### src/design/lrbd_pkg.sv
// ============================================================================
// lrbd_pkg
// Shared types and constants for the lidar ring bin despike unit.
// ============================================================================
package lrbd_pkg;

    localparam int DEGREES     = 360;
    localparam int DIST_W      = 16;
    localparam int AZ_W        = 9;
    localparam int INDEX_W     = 11;
    localparam int POINT_CNT_W = 4;
    localparam int WIN_TAPS    = 4;

    localparam logic [DIST_W-1:0] EMPTY_DIST = 16'hFF00;

    localparam logic OP_ADD  = 1'b0;
    localparam logic OP_READ = 1'b1;

    typedef struct packed {
        logic              op;
        logic [AZ_W-1:0]   azimuth_deg;
        logic [DIST_W-1:0] distance;
    } t_in_item;

    typedef struct packed {
        logic [DIST_W-1:0]  bin_distance;
        logic [INDEX_W-1:0] bin_index;
        logic               last;
    } t_out_item;

    // Position of the bin being read within its ring
    typedef enum logic [1:0] {
        ZONE_START,
        ZONE_END,
        ZONE_MID
    } t_zone;

    typedef struct packed {
        logic  load;
        t_zone zone;
    } t_desp_ctl;

    // r[0] and l[0] are the nearest neighbours
    typedef struct packed {
        logic [DIST_W-1:0]                c;
        logic [WIN_TAPS-1:0][DIST_W-1:0] r;
        logic [WIN_TAPS-1:0][DIST_W-1:0] l;
    } t_window;

endpackage

### src/design/lrbd_despike.sv
// ============================================================================
// lrbd_despike
// Two-stage spike test of one bin against its right, left or both neighbours.
// ============================================================================
module lrbd_despike (
    input  logic                          i_clk,
    input  logic                          i_rst_n,
    input  lrbd_pkg::t_desp_ctl           i_ctl,
    input  lrbd_pkg::t_window             i_win,
    output logic [lrbd_pkg::DIST_W-1:0]   o_filt
);
    import lrbd_pkg::*;

    function automatic logic [DIST_W-1:0] adiff(input logic [DIST_W-1:0] a,
                                                input logic [DIST_W-1:0] b);
        adiff = (a > b) ? a - b : b - a;
    endfunction

    logic              r_load_d;
    t_zone             r_zone;
    logic [DIST_W-1:0] r_c;
    logic [DIST_W-1:0] r_r1;
    logic [DIST_W-1:0] r_l1;
    logic [DIST_W-1:0] r_avg;
    logic [DIST_W-1:0] r_d_cr;
    logic [DIST_W-1:0] r_d_cl;
    logic [DIST_W+1:0] r_lsum;
    logic [DIST_W+1:0] r_rsum;

    logic [DIST_W:0]   n_lr_sum;
    logic [DIST_W+1:0] n_lsum;
    logic [DIST_W+1:0] n_rsum;
    logic [DIST_W+1:0] cr3;
    logic [DIST_W+1:0] cl3;
    logic [DIST_W:0]   cen;
    logic [DIST_W+2:0] cen3;
    logic [DIST_W-1:0] n_filt;

    assign n_lr_sum = {1'b0, i_win.l[0]} + {1'b0, i_win.r[0]};
    assign n_lsum = {2'b00, adiff(i_win.l[3], i_win.l[2])}
                  + {2'b00, adiff(i_win.l[2], i_win.l[1])}
                  + {2'b00, adiff(i_win.l[1], i_win.l[0])};
    assign n_rsum = {2'b00, adiff(i_win.r[3], i_win.r[2])}
                  + {2'b00, adiff(i_win.r[2], i_win.r[1])}
                  + {2'b00, adiff(i_win.r[1], i_win.r[0])};

    // Times three as x + 2x
    assign cr3  = {2'b00, r_d_cr} + {1'b0, r_d_cr, 1'b0};
    assign cl3  = {2'b00, r_d_cl} + {1'b0, r_d_cl, 1'b0};
    assign cen  = {1'b0, r_d_cr} + {1'b0, r_d_cl};
    assign cen3 = {2'b00, cen} + {1'b0, cen, 1'b0};

    always_comb begin
        n_filt = r_c;
        case (r_zone)
            ZONE_START: begin
                if (cr3 > r_rsum) begin
                    n_filt = r_r1;
                end
            end
            ZONE_END: begin
                if (cl3 > r_lsum) begin
                    n_filt = r_l1;
                end
            end
            ZONE_MID: begin
                if (cen3 > {r_lsum, 1'b0} && cen3 > {r_rsum, 1'b0}) begin
                    n_filt = r_avg;
                end
            end
            default: n_filt = r_c;
        endcase
    end

    always_ff @(posedge i_clk) begin
        if (!i_rst_n) begin
            r_load_d <= 1'b0;
        end else begin
            r_load_d <= i_ctl.load;
        end
    end

    always_ff @(posedge i_clk) begin
        if (i_ctl.load) begin
            r_zone <= i_ctl.zone;
            r_c    <= i_win.c;
            r_r1   <= i_win.r[0];
            r_l1   <= i_win.l[0];
            r_avg  <= n_lr_sum[DIST_W:1];
            r_d_cr <= adiff(i_win.c, i_win.r[0]);
            r_d_cl <= adiff(i_win.c, i_win.l[0]);
            r_lsum <= n_lsum;
            r_rsum <= n_rsum;
        end
        if (r_load_d) begin
            o_filt <= n_filt;
        end
    end

endmodule
### config.mk
export PLATFORM = sky130hd
export DESIGN_NAME = lrbd_despike
export DESIGN_NICKNAME = d
export VERILOG_FILES = /design/src/design/lrbd_pkg.sv /design/src/design/lrbd_despike.sv
export SDC_FILE = /design/constraint.sdc
export NUM_CORES = 1
export LEC_CHECK = 0
export BUFFER_PORTS_ARGS = -buffer_cell sky130_fd_sc_hd__buf_2
export CORE_MARGIN = 2
export CORE_UTILIZATION = 65
export DETAILED_ROUTE_END_ITERATION = 7
export PLACE_DENSITY = 0.82
export SETUP_SLACK_MARGIN = 0.5
export SLEW_MARGIN = 5
export SYNTH_ARGS = -nofsm -noshare
export SYNTH_HDL_FRONTEND = slang
export SYNTH_SLANG_ARGS = --single-unit
### constraint.sdc
create_clock -name i_clk -period 13.2 [get_ports i_clk]
set_input_delay 3.96 -clock i_clk [delete_from_list [all_inputs] [get_ports i_clk]]
set_output_delay 3.96 -clock i_clk [all_outputs]
set_load 0.005 [all_outputs]
==> results.md, run 1 <==
- DRT iter0 DRCs: 1993
- Slew @ Worst Pin: 1.27 ns
- Drt total wl: 74500 um
- Gpl congestion: 1.01
- Core region area: 35700 sq um
- Reg2reg start: r_d_cr[0]
- Worst EP arrival: 9.89 ns
- Sw frac: 52.1%
- Pin count of the biggest net entering global routing: 80
- RSZ-0062 raised after global routing: no
- Vias per cell: 6.54
- Drt drc: 0
- Final hold vios: 0
- Worst skew pair latency: 0.46 ns
- Post-CTS sizing: 0
- Post-DRT Antenna Nets: 0
- Most frequent cells in the layout: ha_1 (430), inv_1 (340), a21oi_1 (237)
- Post-CTS Setup Inserts: 0
- Global route total overflow: 0
- Mapped Nets: 3368
- Die area: 38000 sq um
- Slew margin rel.: 14.6%
- Crit path launch type: primary input
- Hold-fix buffers at CTS: 0
- Setup_tns: 0 ns
- # setup viols final: 0
- Seq pwr share: between 10% and 20%
- Number of synthesized flops with an enable pin: 150
- TritonCTS clock tree: built
- Slowest stage delay, CP: 0.65 ns
- Max Fclk: approximately 100 MHz
- Chip height: 195 um
- Power Density: 221 nW/um^2
- Sink Count: 151
- Area Overhead vs Synth: 7.27%
- Sequential share of the synthesized area: 19.1%
- Final net count: 3482
- Fill cells: 2776
- Int Pwr: 0.00269 W
- Synthesized area per cell: 8.66 sq um
- Die X: a little under 200 um
- CP startpoint: i_win[1]
- Post-synthesis register bit count: 151
- Outcome: completed
- R2R Path End: o_filt[4]
- Worst setup path endpoint: r_lsum[17]
- Total CTS buffers: 17
- Synth Cell Area: 23700 sq um
- Crit. path cell count: 23
- Root Buffer: clkbuf_16
- Reg2Reg Depth: 26
- H-tree depth reported by CTS: 4
- Reg2Reg Setup Slack: 5.14 ns
- Commonest non-fill, non-tap cell in the layout: ha_1
- Synthesis Warnings: 0
- Number of max-cap violations: 0
- DP Wirelength: 61800 um
- Initial antenna violation count: 0
- Combinational group share of total power: 77.0%
- Switching power: a little under 0.003 W
- Cell mode on critical path: o21ai_0
- Post-DR wirelength/cell: 22.4 um
- CP max-delay cell: o41ai_1
- Worst-path maximum fanout: 13
- Main synth FF type: edfxtp_1
- Max-slew violations: 0
- # port buffers: 164
- I/O pins: 165
- Vias in the first global route: 21100
- Leakage: 12.3 nW
- Layout cells sized above 1: 9.19%
- Worst Hold Class: register to register
- Initial Util: about two thirds
- Clock buffer depth: 2
- Final Critical Period: 9.68 ns
- Crit-path leading delay family: compound AO/OA/AOI/OAI gates
- WS Path Type: primary input to register
- Peak supply drop: 180 uV
- Design Area, Final: between 20000 and 30000 sq um
- First-pass GRT wire length: 115000 um
- Total global routing track utilization: 38.8%
- Clock power frac: roughly 8.5%
- Row count: 69
- Worst EP required: 13.41 ns
- Worst-path clk slew: 0.07 ns
- Share of async-settable or async-resettable flops after synthesis: 0%
- Cell breakdown of the critical path: buf_2 -> inv_1 -> fa_1 -> a21oi_1 -> o211ai_1 -> o41ai_1 -> o211ai_1 -> nand2_1 -> buf_4 -> mux2i_1 -> xnor2_1 -> fa_1 -> ha_1 -> nor2b_1 -> o21ai_0 -> a21boi_0 -> o21ai_0 -> a21oi_1 -> o21ai_0 -> a21oi_1 -> o41ai_1 -> nor2b_1 -> o21ai_0
- Hold slack: 0.604 ns
- Syn Inst Count: 2734
- Routed via count: 21700
- Clock skew: around 0.019 ns
- CP Capture Type: register
- TritonRoute pass-1 iters: 6
- Distinct cells, synth: 92
- Dpl cell area: 24800 sq um
- Final Cycle Share: 73.3%
- Worst Path Buf+Inv: 3
-- state kept, by name (all words and copies together) (netlist names), 16 cells and up --
signal	flops
r_l1	16
o_filt	16
r_avg	16
r_r1	16
r_c	16
r_lsum	18
r_d_cr	16
r_rsum	18
r_d_cl	16
-- logic make-up after synthesis --
kind of cell | synth area share (%)
flops | 19.1
mux | 4.55
simple gates | 11.8
xor+xnor | 6.99
fa+ha+maj | 27.4
compound gates | 23.4
buf+inv | 6.85
-- cell usage after synthesis (23+ instances only) --
library cell / count / area (sq um)
xor2_1: 51 / 447
a211oi_1: 24 / 180
buf_2: 23 / 115
o21a_1: 24 / 180
o21ai_0: 147 / 736
and3_1: 30 / 188
ha_1: 430 / 5380
mux2i_1: 84 / 841
nand3_1: 64 / 320
xnor2_1: 138 / 1210
o211ai_1: 24 / 180
a21oi_1: 238 / 1190
a21o_1: 123 / 923
edfxtp_1: 150 / 4500
nor3_1: 39 / 195
nand4_1: 38 / 238
nand2_1: 128 / 480
clkbuf_1: 46 / 173
fa_1: 55 / 1100
o21bai_1: 45 / 338
nor2b_1: 29 / 181
inv_1: 340 / 1280
nor2_1: 120 / 450
-- area by class of cell --
| type | count | area [sq um] | share of cell area [%] |
|---|---|---|---|
| Multi-Input combinational cell | 2164 | 17600 | 69.2 |
| Inverter | 342 | 1280 | 5.06 |
| Tap cell | 461 | 577 | 2.27 |
| Clock buffer | 18 | 429 | 1.69 |
| Antenna cell | 1 | 2.50 | 0.00985 |
| Sequential cell | 151 | 4520 | 17.8 |
| Clock inverter | 14 | 130 | 0.512 |
| Timing Repair Buffer | 172 | 883 | 3.48 |
-- worst min-delay path by stage --
| stage | startpoint | endpoint | slack [ns] | cells past startpoint |
|---|---|---|---|---|
| after CTS | r_c[8] | o_filt[8] | 0.61 | 1 |
| final | r_c[8] | o_filt[8] | 0.60 | 1 |
| after floorplan | r_c[0] | o_filt[0] | 0.55 | 1 |
| after detailed placement | r_c[14] | o_filt[14] | 0.58 | 1 |
| after global placement | r_c[1] | o_filt[1] | 0.57 | 1 |
| after global routing | r_c[14] | o_filt[14] | 0.62 | 1 |
-- stage by stage --
step | total power (W) | setup WS [ns] | util [%] | cells
5_1_grt | 0.00602 | 2.96 | 71.0 | 3322
2_1_floorplan | 0.00370 | 3.96 | - | 2734
3_5_place_dp | 0.00493 | 3.19 | 69.5 | 3290
3_3_place_gp | 0.00473 | 3.36 | 69.5 | 3290
6_report | 0.00561 | 3.52 | 71.1 | 3323
4_1_cts | 0.00545 | 3.64 | 71.0 | 3322
-- power groups by stage --
stage	Clock [W]	Sequential [W]	Combinational (W)
after floorplan	0	0.000788	0.00291
after detailed placement	0	0.000821	0.00411
after global routing	0.000493	0.000821	0.00471
final	0.000474	0.000815	0.00432
after global placement	0	0.000818	0.00391
after CTS	0.000475	0.000811	0.00416
-- metal layers --
| layer | wire (um) | global-route usage (%) |
|---|---|---|
| met5 | 0 | 0 |
| met4 | 3470 | 17.3 |
| met3 | 7370 | 6.72 |
| met2 | 31800 | 59.3 |
| met1 | 31900 | 54.0 |
(Power assumes the default switching activity.)
==> run 2, diff against run 1 <==
--- a/config.mk
+++ b/config.mk
@@ -5,11 +5,12 @@
 export SDC_FILE = /design/constraint.sdc
 export NUM_CORES = 1
 export LEC_CHECK = 0
+export ABC_AREA = 1
 export BUFFER_PORTS_ARGS = -buffer_cell sky130_fd_sc_hd__buf_2
 export CORE_MARGIN = 2
-export CORE_UTILIZATION = 65
+export CORE_UTILIZATION = 64
 export DETAILED_ROUTE_END_ITERATION = 7
-export PLACE_DENSITY = 0.82
+export PLACE_DENSITY = 0.8
 export SETUP_SLACK_MARGIN = 0.5
 export SLEW_MARGIN = 5
 export SYNTH_ARGS = -nofsm -noshare
==> constraint.sdc (replaced) <==
create_clock -name i_clk -period 9.9 [get_ports i_clk]
set_input_delay 2.97 -clock i_clk [delete_from_list [all_inputs] [get_ports i_clk]]
set_output_delay 2.97 -clock i_clk [all_outputs]
set_load 0.005 [all_outputs]
==> run 2 against run 1 <==
  * Die area up 12%
  * Clock power up 52%
  * Wire length up 22%
  * Flip-flop and latch count stayed put
  * Critical path depth shrank 1
  * Sequential power grew 30%
  * Critical path type unchanged
  * Highest routed layer is now met5
==> results.md, run 2 <==
- Worst-path clk slew: 0.08 ns
- H-tree depth reported by CTS: 4
- Chip height: slightly above 200 um
- Yosys top cell by area: ha_1
- I/O pins: 165
- Power Density: 269 nW/um^2
- Post-synth top cells: nand2_1 (866), inv_1 (602), ha_1 (430)
- Cell mode on critical path: nand2_1
- Post-CTS Setup Inserts: 0
- First-pass GRT wire length: 137000 um
- Crit path launch type: primary input
- Synthesized area per cell: roughly 7 sq um
- Post-CTS sizing: 0
- Power Total: 0.00754 W
- DP Wirelength: about 76000 um
- Sink Count: between 150 and 200
- Initial Util: 64.5%
- Design Area, Final: approximately 28000 sq um
- DRT iter0 DRCs: 3176
- CP Capture Type: register
- Most frequent cell after synthesis: nand2_1
- CP max-delay cell: fa_1
- RSZ-0062 raised after global routing: no
- WS Path Type: primary input to register
- Number of max-cap violations: 0
- Clock buffer depth: 2
- Final hold vios: 0
- Synth Area in Adders: 24.8%
- Number of synthesized flops with an enable pin: 150
- Initial antenna violation count: 3
- Multiplexer share of the synthesized area: 0.851%
- Share of async-settable or async-resettable flops after synthesis: 0%
- Slowest stage delay, CP: 0.52 ns
- Seq pwr share: 14.1%
- Global route total overflow: 0
- Hold-fix buffers at CTS: 0
- Row count: 74
- Commonest non-fill, non-tap cell in the layout: nand2_1
- Multi-input logic area: about 19000 sq um
- Switching power: 0.00417 W
- Setup_tns: 0 ns
- Slew margin rel.: 24.7%
- Gpl congestion: 1.08
- Synth Cell Area: about 26000 sq um
- Synth Area in Simple Gates: a little under a quarter
- Main combinational cell family by area after synthesis: adder cells
- Hold Path Stages: 2
- Worst-path maximum fanout: 19
- Int Pwr: between 0.003 and 0.004 W
- Post-synth top area share: 20.6%
- Core region area: 40600 sq um
- TritonRoute pass-1 iters: 8
- Total global routing track utilization: 42.6%
- Main synth FF type: edfxtp_1
- Clock power frac: 9.6%
- Post-DRT Antenna Nets: 0
- Cell breakdown of the critical path: buf_2 -> inv_1 -> fa_1 -> nand2_1 -> nand2_1 -> a21oi_1 -> o211ai_2 -> nand2_2 -> inv_2 -> nand2_1 -> nand2_1 -> xnor2_1 -> fa_1 -> fa_1 -> o21ai_1 -> a21oi_1 -> o21ai_2 -> a21boi_0 -> o21ai_0 -> nand2_1 -> nand3_1 -> nand2_1
- Post-DR wirelength/cell: 20.6 um
- Sw frac: a little under three fifths
- Distinct cells, synth: 55
- Fill cells: roughly 3600
- Syn Inst Count: 3729
- Sequential share of the synthesized area: between 15 and 20%
- Top post-synthesis cells by area: ha_1 (21%), edfxtp_1 (17%), nand2_1 (12%)
- Drt total wl: 91100 um
- Mapped Nets: 4363
- Die X: 206 um
- Reg2Reg Depth: 30
- Vias in the first global route: 24200
- Dpl cell area: roughly 27000 sq um
- Vias per cell: 6.06
- Worst Hold Class: register to register
- Peak supply drop: 240 uV
- Post-synthesis register bit count: 151
- Total CTS buffers: 17
- Routed via count: 26700
- Largest registers: r_lsum (18), r_rsum (18)
- Final Cycle Share: 76.9%
- TritonCTS clock tree: built
- Most frequent cells in the layout: nand2_1 (866), inv_1 (602), ha_1 (430)
- Worst EP arrival: 7.86 ns
- Leakage: 14.8 nW
- # port buffers: around 160
- Worst skew pair latency: 0.49 ns
- Synthesis Warnings: 0
- Max-slew violations: 0
- Post-synthesis xor/xnor area fraction: a little over 8%
- # setup viols final: 0
- Clock skew: 0.0247 ns
- Outcome: completed
- Sequential cell area: 4520 sq um
- Root Buffer: clkbuf_16
- Die area: 42500 sq um
- Combinational group share of total power: 76.3%
- Pin count of the biggest net entering global routing: 84
- Area Overhead vs Synth: 7.19%
- Slew @ Worst Pin: 1.13 ns
- Drt drc: 0
- Synth Area in Compound Gates: 16.6%
- Final net count: 4500
- Layout cells sized above 1: 7.01%
- Max Fclk: 131 MHz
- Final Critical Period: between 7 and 8 ns
- Worst EP required: 10.14 ns
==> run 2: cells by family (layout without fill, tap and decap cells) <==
group	count (synthesis)	in the layout
flops	151	151
simple gates	1410	1410
fa+ha+maj	485	485
mux	18	18
compound gates	762	762
xor+xnor	242	242
buf+inv	661	811
other cells	0	1
==> run 2: final timing paths <==
kind / start / endpoint / slack (ns)
max: i_win[65] / r_rsum[15] / 2.28
min: r_c[8] / o_filt[8] / 0.56
max reg2reg: r_d_cr[0] / o_filt[13] / 3.95
min reg2reg: r_c[8] / o_filt[8] / 0.56
==> run 2: worst max-delay path: cells and delay by family <==
family                   cells  cell delay, ns
AND/OR/NAND/NOR              8            0.95
XOR/XNOR                     1            0.22
buffers and inverters        3            0.75
adder cells (fa/ha/maj)      3            1.44
AO/OA/AOI/OAI                7            1.50
==> run 2: power groups by stage <==
stage / Sequential [W] / Combinational (W) / Clock [W]
after floorplan: 0.00104 / 0.00401 / 0
final: 0.00106 / 0.00576 / 0.000722
after global placement: 0.00107 / 0.00539 / 0
after detailed placement: 0.00108 / 0.00553 / 0
after global routing: 0.00108 / 0.00642 / 0.000748
after CTS: 0.00106 / 0.00557 / 0.000723
==> run 2: final cells by class <==
class / instances / area share, %
Multi-Input combinational cell: 2917 / 67.9
Sequential cell: 151 / 16.1
Inverter: 606 / 8.11
Timing Repair Buffer: 173 / 3.19
Tap cell: 532 / 2.37
Clock buffer: 17 / 1.52
Clock inverter: 15 / 0.741
Antenna cell: 1 / 0.00892
==> run 2: routing by layer <==
metal	track usage [%]	part of all wire, %
met1	61.0	43
met2	59.2	39
met3	13.6	14
met4	15.9	3.5
met5	2.50	0.17
==> run 2: per-stage QoR <==
step	worst slack (ns)	utilization (%)	instances	hold WS (ns)
4_1_cts	2.39	69.1	4411	0.575
5_1_grt	1.79	69.2	4412	0.592
2_1_floorplan	2.75	-	3729	0.543
6_report	2.28	69.2	4412	0.560
3_3_place_gp	2.00	67.6	4379	0.561
3_5_place_dp	1.90	67.6	4379	0.558
